### config.mk
export PLATFORM = sky130hd
export DESIGN_NAME = gfc_ram
export DESIGN_NICKNAME = d
export VERILOG_FILES = /design/src/rtl/gfc_ram.sv
export SDC_FILE = /design/constraint.sdc
export NUM_CORES = 2
export LEC_CHECK = 0
export BUFFER_PORTS_ARGS = -buffer_cell sky130_fd_sc_hd__buf_2
export CORE_ASPECT_RATIO = 0.75
export CORE_MARGIN = 1
export CORE_UTILIZATION = 50
export DETAILED_ROUTE_END_ITERATION = 7
export PLACE_DENSITY = 0.65
export SYNTH_ARGS = -nofsm -noshare
export SYNTH_HDL_FRONTEND = slang
export SYNTH_SLANG_ARGS = --single-unit
### constraint.sdc
create_clock -name clk -period 8.5 [get_ports clk]
set_input_delay 1.275 -clock clk [delete_from_list [all_inputs] [get_ports clk]]
set_output_delay 1.275 -clock clk [all_outputs]
set_load 0.05 [all_outputs]
### src/rtl/gfc_ram.sv
// ----------------------------------------------------------------------------
// gfc_ram
// generic single write port, single read port ram with registered read
// ----------------------------------------------------------------------------
module gfc_ram #(
    parameter int WIDTH = 64,
    parameter int DEPTH = 64
) (
    input  logic                     clk,
    input  logic                     we,
    input  logic [$clog2(DEPTH)-1:0] waddr,
    input  logic [WIDTH-1:0]         wdata,
    input  logic [$clog2(DEPTH)-1:0] raddr,
    output logic [WIDTH-1:0]         rdata
);

    logic [WIDTH-1:0] mem [DEPTH];
    logic [WIDTH-1:0] rdata_reg;

    always_ff @(posedge clk)
    begin
        if (we)
        begin
            mem[waddr] <= wdata;
        end
        rdata_reg <= mem[raddr];
    end

    assign rdata = rdata_reg;

endmodule

==> reports/metrics.cfg <==
[timing]
tightest_slew_ns = 1.41
drv_slew = 0
rsz0062_at_grt = false
final-setup-viol-count = 0
hold_viol = 0
finalClockSkew_ns = 0.0429
fmax_ghz = 0.235
tns_ns = 0
finalCriticalPeriod_ns = 4.25
period_share_pct = 50.0
slew_headroom_pct = 5.49

[drt]
drc = 0
dr.pass1.iters = 6
via_count = 76500
ant_nets = 0
finalWirelength_mm = 431
drtIter0Drc = 11900
via_per_inst = 6.71
wl_per_cell_um = 37.8

[finish]
layout-drive-gt1-share_pct = 28.0
multiInputGateArea_um2 = 30800
final_cell_mix = edfxtp_1, mux4_2, clkbuf_16, a22oi_1, buf_4
regArea_um2 = 124000
nets = 7027
stdcell_area_um2 = 176000
fin_util_pct = 56.5
largest_reg_flops = 4096
layout_commonest_cell = edfxtp_1
area_growth_syn_to_layout_pct = 12.3
fill_cells = 22300

[global_route]
grt_max_degree = 125
grt_pass1_vias = 74900
antenna_found_initial = 51
grt_pass1_wl_mm = 596
grtUsageTotal_pct = 27.4
grt.overflow.total = 0

[yosys]
synth_flop_cell = edfxtp_1
synth_compound_area_share_pct = 2.48
synthAdderAreaFrac_pct = 0
ys_ff_latch = 4160
syn_inst = 6598
synth_top_family_by_area = multiplexers
yosysSeqAreaShare_pct = 79.5
synth.distinct_cells = 33
async_reset_ff_share_pct = 0
syn_area_um2 = 156000
synth_xor_area_share_pct = 0
ys_warn_count = 0
syn_area_per_cell_um2 = 23.7
yosys.area_share.simple_pct = 1.24
syn-num-nets = 6676
synth_edf_count = 4096
synthMuxAreaShare_pct = 15.6

[die]
start_util_pct = 50.4
ios = 142
die_area_um2 = 315000
die_x_um = 648
chipHeight_um = 486
rows = 177
core_area_um2 = 310000

[cts]
cts_tree = built
cts_root_buffer = clkbuf_16
cts_buffers = 385
cts_resized = 0
cts_sinks = 4160
clk_latency_ns = 0.91
cts_setup_buffers = 0
cts.path.max_buffers = 4
htreeDepth = 5
postCtsHoldBufs = 0
clk_pin_slew_ns = 0.06

[place]
dpl_cell_area_um2 = 163000
routabilityCongestion = 0.782
hpwl_mm = 222
io_buffer_count = 141

[worst_setup_path]
slowest_stage = a211oi_1
path_delay_family = buffers and inverters
cp_max_fo = 79
endpoint_kind = register
slowest_delay_ns = 0.99
worstPathCellList = buf_8, buf_12, buf_4, mux4_2, mux2i_1, o22ai_1, a31oi_1, a211oi_1
crit_buf_inv = 3
critPathRequiredTime_ns = 9.20
arrival_ns = 4.95
start_kind = input port
path_class = in2reg

[run]
drv_cap = 0

[pwr]
vdd_drop_max_uv = 220
totalPowerFinal_mw = 42.3
power_density_nw_per_um2 = 241
p_leak_nw = 54.5

[run_status]
status = finished clean

[worst_hold_path]
hp-class = reg2reg

## cell usage after synthesis, types with 3 or more instances
library cell	n	area, um^2
a211oi_1	63	473
a31oi_1	18	113
nor2_1	112	420
nand3_1	45	225
a22oi_1	168	1260
buf_1	20	75.1
o221ai_1	38	333
a41oi_1	26	228
buf_2	170	851
and2_1	3	18.8
or2_2	28	175
nand2b_1	11	68.8
a2bb2oi_1	19	166
a22o_1	88	771
nor2b_1	28	175
edfxtp_1	4096	123000
o22ai_1	83	519
buf_6	6	67.6
mux2i_1	135	1350
nand2_1	58	218
buf_4	34	255
inv_1	19	71.3
mux4_2	1024	23100
or3_1	29	181
and3_1	64	400
clkbuf_1	140	526
dfxtp_1	64	1280
## cells by family (layout without fill, tap and decap cells)
group	Yosys count	after routing
buffers and inverters	389	1055
and+or+nand+nor	386	386
DFF	4160	4160
other	0	13
muxes	1159	1159
AOI/OAI and AO/OA	504	504
## power breakdown
group / internal, mW / total [mW] / switching (mW)
Combinational: 0.695 / 2.05 / 1.36
Sequential: 22.7 / 22.8 / 0.0972
Clock: 9.96 / 17.4 / 7.44
Total: 33.4 / 42.3 / 8.90
## worst register-to-register path: stages, from the launching register on
cell and delay, ns:
edfxtp_1 0.34, mux4_2 0.22, mux2i_1 0.09, o22ai_1 0.27
a31oi_1 0.16, a211oi_1 0.99
## final cells by class
class / instances / area share, %
Clock inverter: 191 / 1.12
Antenna cell: 13 / 0.0185
Clock buffer: 511 / 6.07
Multi-Input combinational cell: 2049 / 17.5
Tap cell: 4117 / 2.93
Sequential cell: 4160 / 70.8
Inverter: 19 / 0.0406
Timing Repair Buffer: 334 / 1.47
## metal layers
layer,routed length (um),up-vias,GRT usage [%]
met5,130,-,0
met4,12000,20,7.00
met3,50800,719,5.53
met2,194000,4977,40.4
met1,174000,41600,42.2
li1,-,29200,-
## worst paths after layout
| check | slack (ns) | cells after the start | startpoint | endpoint |
|---|---|---|---|---|
| min | 0.83 | 4 | mem[36][30] | rdata[30] |
| max reg2reg | 6.23 | 5 | mem[52][7] | rdata[7] |
| min reg2reg | 0.83 | 4 | mem[36][30] | rdata[30] |
| max | 4.25 | 8 | raddr[1] | rdata[7] |
## stage by stage
| stage | cells | hold WS [ns] | setup slack [ns] |
|---|---|---|---|
| floorplan | 6598 | 0.788 | 1.79 |
| global route | 11400 | 0.878 | 4.10 |
| finish | 11400 | 0.831 | 4.25 |
| global placement | 10700 | 0.812 | 3.44 |
| CTS | 11400 | 0.833 | 4.43 |
| detailed placement | 10700 | 0.819 | 3.47 |
Power figures use the tool's default switching activity.
