--- src/rtl/gfc_pkg.sv ---
// ----------------------------------------------------------------------------
// gfc_pkg
// shared constants, codes and types of the polygon geofence checker
// ----------------------------------------------------------------------------
package gfc_pkg;

    localparam int MAX_VERTICES = 64;
    localparam int VIDX_W       = $clog2(MAX_VERTICES);
    localparam int CNT_W        = $clog2(MAX_VERTICES + 1);

    // wide arithmetic widths of the distance path
    localparam int NUM_W  = 124;
    localparam int DEN_W  = 62;
    localparam int QUO_W  = 64;
    localparam int ROOT_W = 32;

    localparam logic [1:0] CMD_WRITE  = 2'd0;
    localparam logic [1:0] CMD_COMMIT = 2'd1;
    localparam logic [1:0] CMD_POS    = 2'd2;
    localparam logic [1:0] CMD_CHECK  = 2'd3;

    localparam logic [1:0] ST_NONE = 2'd0;
    localparam logic [1:0] ST_SAFE = 2'd1;
    localparam logic [1:0] ST_WARN = 2'd2;
    localparam logic [1:0] ST_VIOL = 2'd3;

    localparam logic [1:0] EV_NONE     = 2'd0;
    localparam logic [1:0] EV_APPROACH = 2'd1;
    localparam logic [1:0] EV_VIOL     = 2'd2;
    localparam logic [1:0] EV_BACK     = 2'd3;

    localparam logic [1:0] REG_WARN = 2'd0;
    localparam logic [1:0] REG_STOP = 2'd1;

    localparam logic [30:0] WARN_RESET = 31'd196608;
    localparam logic [30:0] STOP_RESET = 31'd32768;
    localparam logic [30:0] MAG_MAX    = 31'h7FFF_FFFF;

    typedef enum logic [3:0] {
        S_IDLE,
        S_PREV_RD,
        S_PREV_CAP,
        S_CUR_RD,
        S_CUR_CAP,
        S_MUL,
        S_CLASS,
        S_DIV,
        S_SQRT,
        S_FIN
    } fsm_t;

    // handshake between the sequencer and an iterative unit
    typedef struct packed {
        logic start;
        logic done;
    } unit_ctl_t;

endpackage

--- src/rtl/gfc_sqrt.sv ---
// ----------------------------------------------------------------------------
// gfc_sqrt
// integer square root, two operand bits per cycle
// ----------------------------------------------------------------------------
module gfc_sqrt (
    input  logic                       clk,
    input  logic                       rst_n,
    input  gfc_pkg::unit_ctl_t         ctl_in,
    input  logic [gfc_pkg::QUO_W-1:0]  op,
    output gfc_pkg::unit_ctl_t         ctl_out,
    output logic [gfc_pkg::ROOT_W-1:0] root
);
    import gfc_pkg::*;

    localparam int REM_W = ROOT_W + 4;

    logic              busy_reg;
    logic              done_reg;
    logic [4:0]        cnt_reg;
    logic [QUO_W-1:0]  op_reg;
    logic [REM_W-1:0]  rem_reg;
    logic [ROOT_W-1:0] root_reg;
    logic [REM_W-1:0]  r_shift;
    logic [REM_W-1:0]  trial;
    logic              fits;

    assign r_shift = {rem_reg[REM_W-3:0], op_reg[QUO_W-1:QUO_W-2]};
    assign trial   = {2'b00, root_reg, 2'b01};
    assign fits    = r_shift >= trial;

    always_ff @(posedge clk or negedge rst_n)
    begin
        if (!rst_n)
        begin
            busy_reg <= 1'b0;
            done_reg <= 1'b0;
            cnt_reg  <= '0;
        end
        else
        begin
            done_reg <= 1'b0;
            if (ctl_in.start)
            begin
                busy_reg <= 1'b1;
                cnt_reg  <= '0;
            end
            else if (busy_reg)
            begin
                cnt_reg <= cnt_reg + 5'd1;
                if (cnt_reg == 5'd31)
                begin
                    busy_reg <= 1'b0;
                    done_reg <= 1'b1;
                end
            end
        end
    end

    always_ff @(posedge clk)
    begin
        if (ctl_in.start)
        begin
            op_reg   <= op;
            rem_reg  <= '0;
            root_reg <= '0;
        end
        else if (busy_reg)
        begin
            op_reg   <= {op_reg[QUO_W-3:0], 2'b00};
            rem_reg  <= fits ? r_shift - trial : r_shift;
            root_reg <= {root_reg[ROOT_W-2:0], fits};
        end
    end

    assign ctl_out.start = busy_reg;
    assign ctl_out.done  = done_reg;
    assign root          = root_reg;

endmodule

--- config.mk ---
export PLATFORM = sky130hd
export DESIGN_NAME = gfc_sqrt
export DESIGN_NICKNAME = d
export VERILOG_FILES = /design/src/rtl/gfc_pkg.sv /design/src/rtl/gfc_sqrt.sv
export SDC_FILE = /design/constraint.sdc
export NUM_CORES = 1
export LEC_CHECK = 0
export ABC_AREA = 1
export ABC_CLOCK_PERIOD_IN_PS = 3690
export BUFFER_PORTS_ARGS = -buffer_cell sky130_fd_sc_hd__buf_2
export CAP_MARGIN = 30
export CORE_ASPECT_RATIO = 0.8
export CORE_MARGIN = 1
export CORE_UTILIZATION = 60
export CTS_BUF_LIST = sky130_fd_sc_hd__clkbuf_8
export CTS_CLUSTER_DIAMETER = 200
export CTS_CLUSTER_SIZE = 30
export DETAILED_ROUTE_END_ITERATION = 7
export GPL_ROUTABILITY_DRIVEN = 0
export PLACE_DENSITY = 0.82
export SETUP_SLACK_MARGIN = 0.2
export SLEW_MARGIN = 20
export SYNTH_ARGS = -nofsm -noshare
export SYNTH_HDL_FRONTEND = slang
export SYNTH_SLANG_ARGS = --single-unit
--- constraint.sdc ---
create_clock -name clk -period 3.69 [get_ports clk]
set_input_delay 0.9225 -clock clk [delete_from_list [all_inputs] [get_ports clk]]
set_output_delay 0.9225 -clock clk [all_outputs]
set_load 0.02 [all_outputs]
==> impl_metrics.csv <==
group,metric,value,unit
yosys,avgSynthCellArea,7.16,um2
power_and_ir_drop,clockPowerShare,0.169,
status,status,"finished, final reports clean",
clock_tree,cts_tree,"built",
power_and_ir_drop,p_sw_frac,0.476,
timing,slew_violations,0,
cells_and_area,layout-drive-gt1-share,0.131,
timing,fmax,0.363,GHz
route,wl_per_cell,13.1,um
yosys,yosysMostFrequentCell,"nand2_1",
yosys,synthTopCellsByCount,"nand2_1 (456), inv_1 (147), nor2_1 (72)",
floorplanning,initial_core_util,0.617,
clock_tree,cts_buffer_depth,2,
worst_setup_path,cp_cell_sequence,"inv_1, ha_1, nand2_1, nor2_1, nand2_1, nor3_2, nand3_2, nand4_4, buf_4, nand3_1, o211ai_1, nand2_1",
timing,min_period,2.75,ns
timing,fin_crit_sh,0.746,
clock_tree,cts_root_buffer,"clkbuf_8",
timing,tightest_slew,0.822,ns
floorplanning,die_x,131,um
clock_tree,cts_resized,0,
grt,grt_max_degree,99,
floorplanning,rows,37,
timing,relSlewSlack,0.451,
worst_setup_path,r2r_setup_slack,0.94,ns
yosys,synthTopCellsByArea,"edfxtp_1 (24%), nand2_1 (21%), dfxtp_1 (17%)",
route,routed-via-count,7285,
worst_setup_path,critPathKind,"flop to flop",
route,viasPerCell,5.23,
yosys,synthCells,1114,
worst_setup_path,path_depth,12,
worst_setup_path,critPathLaunchType,"flop",
cells_and_area,n_antenna_cell,0,
yosys,syn-num-nets,1218,
route,routed_wl,18.3,mm
yosys,postSynth.asyncResetShare,0.0511,
yosys,seq_area_frac_synth,0.429,
timing,tns,0,ns
timing,whs,0.292,ns
clock_tree,cts_max_level,4,
yosys,synth_top_area_frac,0.241,
yosys,ys.flop_type,"dfxtp_1",
power_and_ir_drop,p_int,3.74,mW
timing,rsz0062_at_grt,"false",
worst_setup_path,max_stage_delay,0.45,ns
power_and_ir_drop,seqPwrFrac,0.277,
worst_setup_path,r2r-start,"root[22]$_SDFFE_PP0P_",
clock_tree,clk_pin_slew,0.08,ns
floorplanning,ios,102,
power_and_ir_drop,p_sw,3.39,mW
worst_setup_path,r2r-end,"rem_reg[21]$_SDFFE_PP0P_",
clock_tree,cts_num_sinks,137,
worst_setup_path,cpLargestDelayFamily,"simple AND/OR/NAND/NOR gates",
route,firstDrtPassIters,5,
yosys,synth_top_area_cell,"edfxtp_1",
timing,report.final.setup_viol,0,
yosys,yosys_warnings,0,
worst_setup_path,path_max_fanout,40,
yosys,synth_seq_cells,137,
worst_setup_path,r2r_cells,12,
clock_tree,numCtsBuffers,17,
timing,hold_viol_final,0,
power_and_ir_drop,power_leakage,4.64,nW
worst_setup_path,required,4.03,ns
cells_and_area,syn_to_final_growth,12.3,%
worst_setup_path,crit_start,"root[22]$_SDFFE_PP0P_",
worst_setup_path,crit_slowest_cell,"buf_4",
route,ant_nets,0,
grt,antenna_found_initial,0,
place,dp_slack,0.993,ns
worst_setup_path,crit_top_cell,"nand2_1",
cells_and_area,fillCellCount,1114,
worst_hold_path,hold_path.class,"input port to async pin",
worst_setup_path,critPathArrivalTime,3.10,ns
route,initialDrtViolationCount,724,
clock_tree,ctsHoldBuffers,0,
place,io_buffers,100,
floorplanning,die_h,105,um
route,remaining_drc_errors,0,
worst_setup_path,path_buf_inv,2,
place,dp.cells,1361,
place,place_area,8580,um2
floorplanning,core-area,12900,um2
cells_and_area,fin_cells,1393,
yosys,synth_cell_types,42,
power_and_ir_drop,power_frac_comb,0.554,
yosys,synth_area,7970,um2
cells_and_area,fin_area,8950,um2
grt,grt_usage,0.283,
power_and_ir_drop,ir_drop,443,uV
clock_tree,post_cts_buffers,0,
cells_and_area,largest_reg_flops,64,
grt,overflow,0,
timing,fin_worst_skew,0.0170,ns
job,maxCapViolations,0,
place,dpl.hpwl,13.0,mm
power_and_ir_drop,power_density,796,nW/um2
clock_tree,clkLatencyLatePin,0.46,ns
worst_setup_path,endpoint_kind,"flop",
grt,first_global_vias,6562,
worst_setup_path,endpoint,"rem_reg[21]$_SDFFE_PP0P_",
grt,grt_pass1_wl,30.4,mm
cells_and_area,final_nets,1309,
floorplanning,fp.dieArea,13800,um2
yosys,synth-edff-count,64,
timing,fin_ws,0.937,ns
==> worst min-delay path by stage <==
stage                                to  cells after the start
2_1_floorplan  rem_reg[33]$_SDFFE_PP0P_                      2
6_report             done_reg$_DFF_PN0_                      1
3_3_place_gp   rem_reg[33]$_SDFFE_PP0P_                      2
4_1_cts          cnt_reg[4]$_DFFE_PN0P_                      1
3_5_place_dp   rem_reg[33]$_SDFFE_PP0P_                      2
5_1_grt              busy_reg$_DFF_PN0_                      1
==> layout by cell type (no fill, tap or decap), drive strengths merged, types with 2 or more instances in the layout <==
cell        n
nand4       7
nor2       78
edfxtp     64
ha         36
clkinvlp    5
clkinv      3
dfxtp      66
o22ai      33
o211ai      5
clkbuf     17
nand2     458
buf       107
a21oi      40
or2         2
o21ai      43
o21bai      6
nand3      37
xnor2      16
dfrtp       7
a31oi       3
nor3       18
inv       156
xor2        3
==> kinds of logic after synthesis <==
group | after synthesis | share of synthesized area
simple gates | 605 | 0.307
buf+inv | 185 | 0.0935
flops | 137 | 0.429
compound gates | 132 | 0.0932
fa+ha+maj | 36 | 0.0565
xor+xnor | 19 | 0.0209
==> routing by layer <==
metal  vias up  track usage  wire length, um
li1       3726            -                -
met5         -            0                0
met3        28       0.0635             1200
met1      3281        0.406             8880
met4         0       0.0796              250
met2       250        0.426             7980
==> metrics by stage <==
stage          power [mW]  utilization
2_1_floorplan        5.10            -
3_5_place_dp         5.85        0.664
3_3_place_gp         5.75        0.664
4_1_cts              7.08        0.693
6_report             7.13        0.693
5_1_grt              7.73        0.693
==> final cells by class <==
type | instances | area [um2] | share of cell area
well taps | 175 | 219 | 0.0245
clock buffers | 17 | 234 | 0.0261
clock inverters | 15 | 143 | 0.0159
inverters | 150 | 564 | 0.0630
flip-flops and latches | 137 | 3420 | 0.382
multi-input cells | 792 | 3810 | 0.426
repair buffers | 107 | 566 | 0.0632
==> worst register-to-register path: cells and delay by family, from the launching register on <==
family                   cells  cell delay [ns]
flip-flops                   1             0.33
AND/OR/NAND/NOR              8             1.32
adder cells (fa/ha/maj)      1             0.35
buffers and inverters        2             0.52
AO/OA/AOI/OAI                1             0.13
==> power by group through the flow <==
stage	registers (mW)	logic, mW	clock network [mW]
2_1_floorplan	1.98	3.12	0
3_3_place_gp	2.00	3.76	0
3_5_place_dp	2.01	3.84	0
4_1_cts	1.98	3.88	1.22
5_1_grt	2.00	4.45	1.28
6_report	1.98	3.95	1.20
(Power assumes the default switching activity.)
