**src/rtl/gfc_pkg.sv**
```systemverilog
// ----------------------------------------------------------------------------
// gfc_pkg
// shared constants, codes and types of the polygon geofence checker
// ----------------------------------------------------------------------------
package gfc_pkg;

    localparam int MAX_VERTICES = 64;
    localparam int VIDX_W       = $clog2(MAX_VERTICES);
    localparam int CNT_W        = $clog2(MAX_VERTICES + 1);

    // wide arithmetic widths of the distance path
    localparam int NUM_W  = 124;
    localparam int DEN_W  = 62;
    localparam int QUO_W  = 64;
    localparam int ROOT_W = 32;

    localparam logic [1:0] CMD_WRITE  = 2'd0;
    localparam logic [1:0] CMD_COMMIT = 2'd1;
    localparam logic [1:0] CMD_POS    = 2'd2;
    localparam logic [1:0] CMD_CHECK  = 2'd3;

    localparam logic [1:0] ST_NONE = 2'd0;
    localparam logic [1:0] ST_SAFE = 2'd1;
    localparam logic [1:0] ST_WARN = 2'd2;
    localparam logic [1:0] ST_VIOL = 2'd3;

    localparam logic [1:0] EV_NONE     = 2'd0;
    localparam logic [1:0] EV_APPROACH = 2'd1;
    localparam logic [1:0] EV_VIOL     = 2'd2;
    localparam logic [1:0] EV_BACK     = 2'd3;

    localparam logic [1:0] REG_WARN = 2'd0;
    localparam logic [1:0] REG_STOP = 2'd1;

    localparam logic [30:0] WARN_RESET = 31'd196608;
    localparam logic [30:0] STOP_RESET = 31'd32768;
    localparam logic [30:0] MAG_MAX    = 31'h7FFF_FFFF;

    typedef enum logic [3:0] {
        S_IDLE,
        S_PREV_RD,
        S_PREV_CAP,
        S_CUR_RD,
        S_CUR_CAP,
        S_MUL,
        S_CLASS,
        S_DIV,
        S_SQRT,
        S_FIN
    } fsm_t;

    // handshake between the sequencer and an iterative unit
    typedef struct packed {
        logic start;
        logic done;
    } unit_ctl_t;

endpackage

```
**src/rtl/gfc_div.sv**
```systemverilog
// ----------------------------------------------------------------------------
// gfc_div
// restoring divider, one quotient bit per cycle
// ----------------------------------------------------------------------------
module gfc_div (
    input  logic                      clk,
    input  logic                      rst_n,
    input  logic                      start,
    input  logic [gfc_pkg::NUM_W-1:0] num,
    input  logic [gfc_pkg::DEN_W-1:0] den,
    output logic                      done,
    output logic [gfc_pkg::QUO_W-1:0] quot
);
    import gfc_pkg::*;

    logic                 busy_reg;
    logic                 done_reg;
    logic [5:0]           cnt_reg;
    logic [QUO_W-1:0]     rem_reg;
    logic [QUO_W-1:0]     low_reg;
    logic [QUO_W-1:0]     quot_reg;
    logic [QUO_W-1:0]     trial;
    logic                 fits;

    // quotient is known to stay below 2^64, so the high part starts as remainder
    assign trial = {rem_reg[QUO_W-2:0], low_reg[QUO_W-1]};
    assign fits  = trial >= QUO_W'(den);

    always_ff @(posedge clk or negedge rst_n)
    begin
        if (!rst_n)
        begin
            busy_reg <= 1'b0;
            done_reg <= 1'b0;
            cnt_reg  <= '0;
        end
        else
        begin
            done_reg <= 1'b0;
            if (start)
            begin
                busy_reg <= 1'b1;
                cnt_reg  <= '0;
            end
            else if (busy_reg)
            begin
                cnt_reg <= cnt_reg + 6'd1;
                if (cnt_reg == 6'd63)
                begin
                    busy_reg <= 1'b0;
                    done_reg <= 1'b1;
                end
            end
        end
    end

    always_ff @(posedge clk)
    begin
        if (start)
        begin
            rem_reg <= QUO_W'(num[NUM_W-1:QUO_W]);
            low_reg <= num[QUO_W-1:0];
        end
        else if (busy_reg)
        begin
            rem_reg  <= fits ? trial - QUO_W'(den) : trial;
            low_reg  <= {low_reg[QUO_W-2:0], 1'b0};
            quot_reg <= {quot_reg[QUO_W-2:0], fits};
        end
    end

    assign done = done_reg;
    assign quot = quot_reg;

endmodule

```
**config.mk**
```make
export PLATFORM = sky130hd
export DESIGN_NAME = gfc_div
export DESIGN_NICKNAME = d
export VERILOG_FILES = /design/src/rtl/gfc_pkg.sv /design/src/rtl/gfc_div.sv
export SDC_FILE = /design/constraint.sdc
export NUM_CORES = 1
export LEC_CHECK = 0
export ABC_CLOCK_PERIOD_IN_PS = 5000
export BUFFER_PORTS_ARGS = -buffer_cell sky130_fd_sc_hd__buf_2
export CAP_MARGIN = 20
export CORE_MARGIN = 4
export CORE_UTILIZATION = 45
export CTS_CLUSTER_DIAMETER = 40
export DETAILED_ROUTE_END_ITERATION = 16
export GPL_TIMING_DRIVEN = 0
export HOLD_SLACK_MARGIN = 0.02
export PLACE_DENSITY = 0.65
export SETUP_SLACK_MARGIN = 0.2
export SYNTH_ARGS = -nofsm -noshare
export SYNTH_HDL_FRONTEND = slang
export SYNTH_SLANG_ARGS = --single-unit
```
**constraint.sdc**
```tcl
create_clock -name clk -period 5 [get_ports clk]
set_clock_uncertainty 0.15 [all_clocks]
set_input_delay 0.5 -clock clk [delete_from_list [all_inputs] [get_ports clk]]
set_output_delay 0.5 -clock clk [all_outputs]
set_load 0.05 [all_outputs]
```
==> results of run 1 <==
==> stage by stage <==
step	util	cells
after floorplan	-	1185
after global placement	0.521	1779
after detailed placement	0.523	1781
after CTS	0.546	1814
after global routing	0.546	1815
final	0.547	1818
==> Yosys cell counts (5+ instances only) <==
master	number
a21o_1	36
xnor2_1	22
o21a_1	7
o21bai_1	13
nand2_1	93
inv_1	91
nand3_1	16
o21ai_0	53
nor3_1	22
a211oi_1	17
nor3b_1	10
xor2_1	28
o21ai_1	9
edfxtp_1	188
a31oi_1	11
nor2b_1	17
nand4_1	21
mux2_2	86
clkbuf_1	32
or3_1	6
mux2i_1	5
a21oi_1	113
nand2b_1	15
and3_1	6
buf_1	6
buf_2	16
dfrtp_1	8
ha_1	63
nor2_1	83
==> logic make-up after synthesis <==
family	after synthesis
AOI/OAI and AO/OA	314
xor gates and xnor gates	50
adders and majority gates	64
buffers and inverters	152
DFF	199
muxes	91
and+or+nand+nor	315
==> cell type report <==
class / count / area, sq um
Inverter: 93 / 354
Clock inverter: 14 / 178
Multi-Input combinational cell: 834 / 5830
Fill cell: 2480 / 12200
Sequential cell: 199 / 5910
Clock buffer: 18 / 429
Buffer: 59 / 273
Tap cell: 341 / 427
Timing Repair Buffer: 256 / 1320
Antenna cell: 4 / 10.0
==> per-layer routing <==
layer  vias to the layer above  wire length (um)  global-route usage
met5                         -               101                   0
met2                       348             14900               0.338
met3                        75              2760              0.0646
li1                       4916                 -                   -
met4                        20               788              0.0640
met1                      4800             15500               0.306
==> tightest hold or removal path, delay by kind of cell <==
| family | cells | cell delay (ns) |
|---|---|---|
| buf+inv | 1 | 0.07 |
| simple gates | 1 | 0.04 |
| compound gates | 1 | 0.05 |
==> power by group through the flow <==
stage,registers (mW),clock network [mW],logic [mW]
after floorplan,2.53,0,3.16
after global placement,2.48,0,4.26
after detailed placement,2.49,0,4.30
after CTS,2.46,1.44,4.33
after global routing,2.50,1.52,4.83
final,2.46,1.41,4.36
==> path summary, 6_finish.rpt <==
path | startpoint | to
hold reg to reg | quot[31] | quot[32]
min in group asynchronous | rst_n | done
hold / removal | num[73] | rem_reg[9]
max in group asynchronous | rst_n | cnt_reg[5]
setup / recovery | rem_reg[6] | rem_reg[58]
setup reg to reg | rem_reg[6] | rem_reg[58]
==> impl_metrics.ini, run 1 <==
[global_routing]
antenna_found_initial = 12
grt.total_usage = 0.220
first_global_vias = 9849
grt_max_degree = 64
grt_pass1_wl_mm = 52.9
grt-ovfl-total = 0

[die]
start_util = 0.459
die_area_sq_um = 30200
die_x_um = 174
pin_count = 254
die_h_um = 174
row_count = 60
core_area_sq_um = 27000

[drt]
drtPass1Iterations = 5
viasPerCell = 5.59
via_count = 10200
drt_iter0_markers = 846
wl_per_cell_um = 18.8
drtAntennaViolNets = 0
drc_errors = 0
wl_mm = 34.1

[power]
pwr-share-seq = 0.299
combPwrFrac = 0.530
internal_power_mw = 4.68
peakVddDrop_mv = 0.269
p_leak_nw = 6.30
sw_frac_of_total = 0.432
finalPower_mw = 8.24
p_switching_mw = 3.56
power.share.clock = 0.171
p_per_area_nw_per_um2 = 559

[status]
outcome = complete, no violations

[worst_setup_path]
crit_path_frequent_cell = a221o_1
worstPathArrival_ns = 4.39
worst_path_largest_cell_delay_ns = 0.60
end_kind = flop
cp.required_ns = 5.04
start_kind = flop
reg2regPathDepth = 11
crit_chain = ha_1 -> a21o_1 -> a221o_1 -> a31o_2 -> a31oi_1 -> o21ai_1 -> a41oi_1 -> o32ai_1 -> o22ai_1 -> a221oi_1 -> a221o_1
critical_path.top_delay_family = compound AO/OA/AOI/OAI gates
setup.worst_path.class = flop to flop
cpMaxStageDelayCell = a41oi_1
regToRegSetupSlack_ns = 0.65
crit_buf_inv = 0
cp_num_cells = 11
worst-path-max-fanout = 7

[layout]
layout_common_cells = buf_2 (269), edfxtp_1 (188), a21oi_1 (113)
nets = 1713
drive_above_1_share = 0.282
final_common_cell = buf_2
syn_to_final_growth_pct = 19.2
final_area_sq_um = 14700

[synth]
synthArstFlopShare = 0.0402
ys_seq_area_frac = 0.478
synth_compound_area_frac = 0.164
synth-main-ff-cell = edfxtp_1
synth-edff-count = 188
netlist_instances = 1185
netlist.area_leader.share = 0.457
yosys-top-cells-area = edfxtp_1 (46%), mux2_2 (7.8%), ha_1 (6.4%)
avgSynthCellArea_sq_um = 10.4
synth-simple-area-share = 0.125
post-synth-top-area-cell = edfxtp_1
synth_cell_types = 81
synth_nets = 1438
ys_warn_count = 0
ys_ff_latch = 199
synthesis.area_sq_um = 12400
synthAdderAreaFrac = 0.0654
synth_xor_area_frac = 0.0354
muxShareOfSynthArea = 0.0824
synth_top_family_by_area = compound AO/OA/AOI/OAI gates

[clock_tree]
cts.repair.resized = 0
htreeDepth = 4
clk_path_buf_depth = 2
worstSkewPairLatency_ns = 0.45
cts_sinks = 199
cts_inserted_buffers = 17
clkTransAtPathRegs_ns = 0.09
cts_tree = yes
cts_hold_buf = 1
cts_root_buf = clkbuf_16
post_cts.repair.setup_buffers = 0

[placement]
place.port_buffers = 253
place_congestion = 0.918
place_hpwl_mm = 25.5
placedInstanceArea_sq_um = 14100
pre_cts_slack_ns = 0.511

[timing]
rsz0062_at_grt = false
drv_slew = 0
hold_slack_ns = 0.173
worst_slack_ns = 0.650
hold_viol = 0
fmax_ghz = 0.230
post-route-period-util = 0.870
slew_headroom = 0.348
max_slew.worst_pin.slew_ns = 0.974
setup-violations-final = 0
layout_min_cycle_time_ns = 4.35
setup_tns_ns = 0

[worst_hold_path]
hp-class = input pin to flop
holdPathStages = 3

[job]
cap_violations = 0
Note: power is estimated with default switching activity, not from simulation.
==> run 2, diff against run 1 <==
PLACE_DENSITY = 0.78   (was 0.65)
==> run 2 against run 1 <==
Effect of this change:
- clock power is 6% higher
- sequential power hardly changed
- routed wire length is 1.6% higher
- maximum frequency hardly changed
- largest power group unchanged
- die area stayed put
- worst hold slack worse by 0.0025 ns
==> impl_metrics.ini, run 2 (same netlist as run 1, synthesis figures left out) <==
[status]
outcome = complete, no violations

[placement]
dp.cells = 1781
place.port_buffers = 253
place_congestion = 0.932
placedInstanceArea_sq_um = 14100
place_hpwl_mm = 25.6
pre_cts_slack_ns = 0.574

[timing]
slew_headroom = 0.382
worst_slack_ns = 0.652
fmax_ghz = 0.230
drv_slew = 0
post-route-period-util = 0.870
hold_viol = 0
setup-violations-final = 0
rsz0062_at_grt = false
layout_min_cycle_time_ns = 4.35
max_slew.worst_pin.slew_ns = 0.924

[drt]
wl_per_cell_um = 19.1
drtPass1Iterations = 5
drt_iter0_markers = 826
wl_mm = 34.6
viasPerCell = 5.66
drtAntennaViolNets = 0
drc_errors = 0
via_count = 10300

[worst_setup_path]
cpMaxStageDelayCell = a41oi_1
r2r-start = rem_reg[6]
worstPathArrival_ns = 4.40
end_kind = flop
worst-path-max-fanout = 7
critical_path.top_delay_family = compound AO/OA/AOI/OAI gates
crit_path_frequent_cell = a221o_1
start_kind = flop
reg2regPathDepth = 11
worst_path_largest_cell_delay_ns = 0.58
crit_buf_inv = 0
regToRegSetupSlack_ns = 0.65
r2r-end = rem_reg[58]
cp.required_ns = 5.05
crit_chain = ha_1 -> a21o_1 -> a221o_1 -> a31o_2 -> a31oi_1 -> o21ai_1 -> a41oi_1 -> o32ai_1 -> o22ai_1 -> a221oi_1 -> a221o_1
setup.worst_path.class = flop to flop

[worst_hold_path]
holdPathStages = 3
min_from = num[85]
min_delay_worst_endpoint = rem_reg[21]
hp-class = input pin to flop

[global_routing]
grt_pass1_wl_mm = 53.7
first_global_vias = 9923
antenna_found_initial = 8
grt.total_usage = 0.222
grt_max_degree = 65
grt-ovfl-total = 0

[layout]
drive_above_1_share = 0.282
nets = 1713
syn_to_final_growth_pct = 19.4
final_area_sq_um = 14800
fill_cells = 2396
utilization = 0.548
final_common_cell = buf_2
instances_no_fill = 1815
layout_common_cells = buf_2 (269), edfxtp_1 (188), a21oi_1 (113)

[clock_tree]
cts_root_buf = clkbuf_16
clk_path_buf_depth = 2
htreeDepth = 4
cts_inserted_buffers = 17
cts_sinks = 199
cts_tree = yes
worstSkewPairLatency_ns = 0.45
clkTransAtPathRegs_ns = 0.09
post_cts.repair.setup_buffers = 0

[power]
p_leak_nw = 6.32
finalPower_mw = 8.33
p_per_area_nw_per_um2 = 564
peakVddDrop_mv = 0.288

[die]
core_area_sq_um = 27000
start_util = 0.459
pin_count = 254
row_count = 60
die_h_um = 174
die_area_sq_um = 30200
die_x_um = 174

[job]
cap_violations = 0
==> run 2: stage by stage <==
stage / setup TNS, ns / hold slack [ns]
after floorplan: 0 / 0.0544
after global placement: -7.07 / 0.200
after detailed placement: 0 / 0.210
after CTS: 0 / 0.160
after global routing: 0 / 0.179
final: 0 / 0.170
==> run 2: worst register-to-register path, cell delays in order, from the launching register on <==
cell and delay [ns]:
edfxtp_1 0.40, ha_1 0.39, a21o_1 0.25, a221o_1 0.35, a31o_2 0.23, a31oi_1 0.42, o21ai_1 0.26, a41oi_1 0.58
o32ai_1 0.36, o22ai_1 0.26, a221oi_1 0.07, a221o_1 0.37
==> run 2: final cells by class <==
type | instances | area, sq um | area share
antenna | 1 | 2.50 | 0.000169
buffer | 59 | 273 | 0.0185
clock buffer | 17 | 425 | 0.0288
clock inverter | 15 | 220 | 0.0149
inverter | 93 | 354 | 0.0240
multi-input combinational | 834 | 5830 | 0.395
sequential | 199 | 5910 | 0.400
tap | 341 | 427 | 0.0289
timing repair buffer | 256 | 1320 | 0.0897
==> run 2: layer usage <==
layer	wire, um	up-vias	part of all wire	track usage
met1	15100	4863	0.43	0.302
met4	857	14	0.025	0.0673
met2	15800	420	0.46	0.352
met3	2810	70	0.081	0.0567
met5	75	-	0.0022	0
li1	-	4911	-	-
==> run 2: power by group <==
part	leakage, nW	switching (mW)	internal [mW]	total [mW]
sequential	2.03	0.185	2.28	2.46
combinational	3.98	2.66	1.72	4.37
clock	0.311	0.752	0.741	1.49
==> run 2: worst max path at each step <==
| stage | from | to | slack, ns | cells after the start |
|---|---|---|---|---|
| 2_1_floorplan | busy_reg | low_reg[0] | 1.21 | 3 |
| 3_3_place_gp | busy_reg | low_reg[6] | -0.07 | 3 |
| 3_5_place_dp | den[7] | rem_reg[58] | 0.57 | 13 |
| 4_1_cts | rem_reg[6] | rem_reg[58] | 0.81 | 11 |
| 5_1_grt | low_reg[63] | rem_reg[53] | 0.57 | 14 |
| 6_report | rem_reg[6] | rem_reg[58] | 0.65 | 11 |
==> run 2: repair_timing <==
| action | in CTS | in global routing |
|---|---|---|
| endpoints found under the hold margin | 8 | 0 |
| resized for setup | 0 | 0 |
| hold buffers | 1 | 0 |
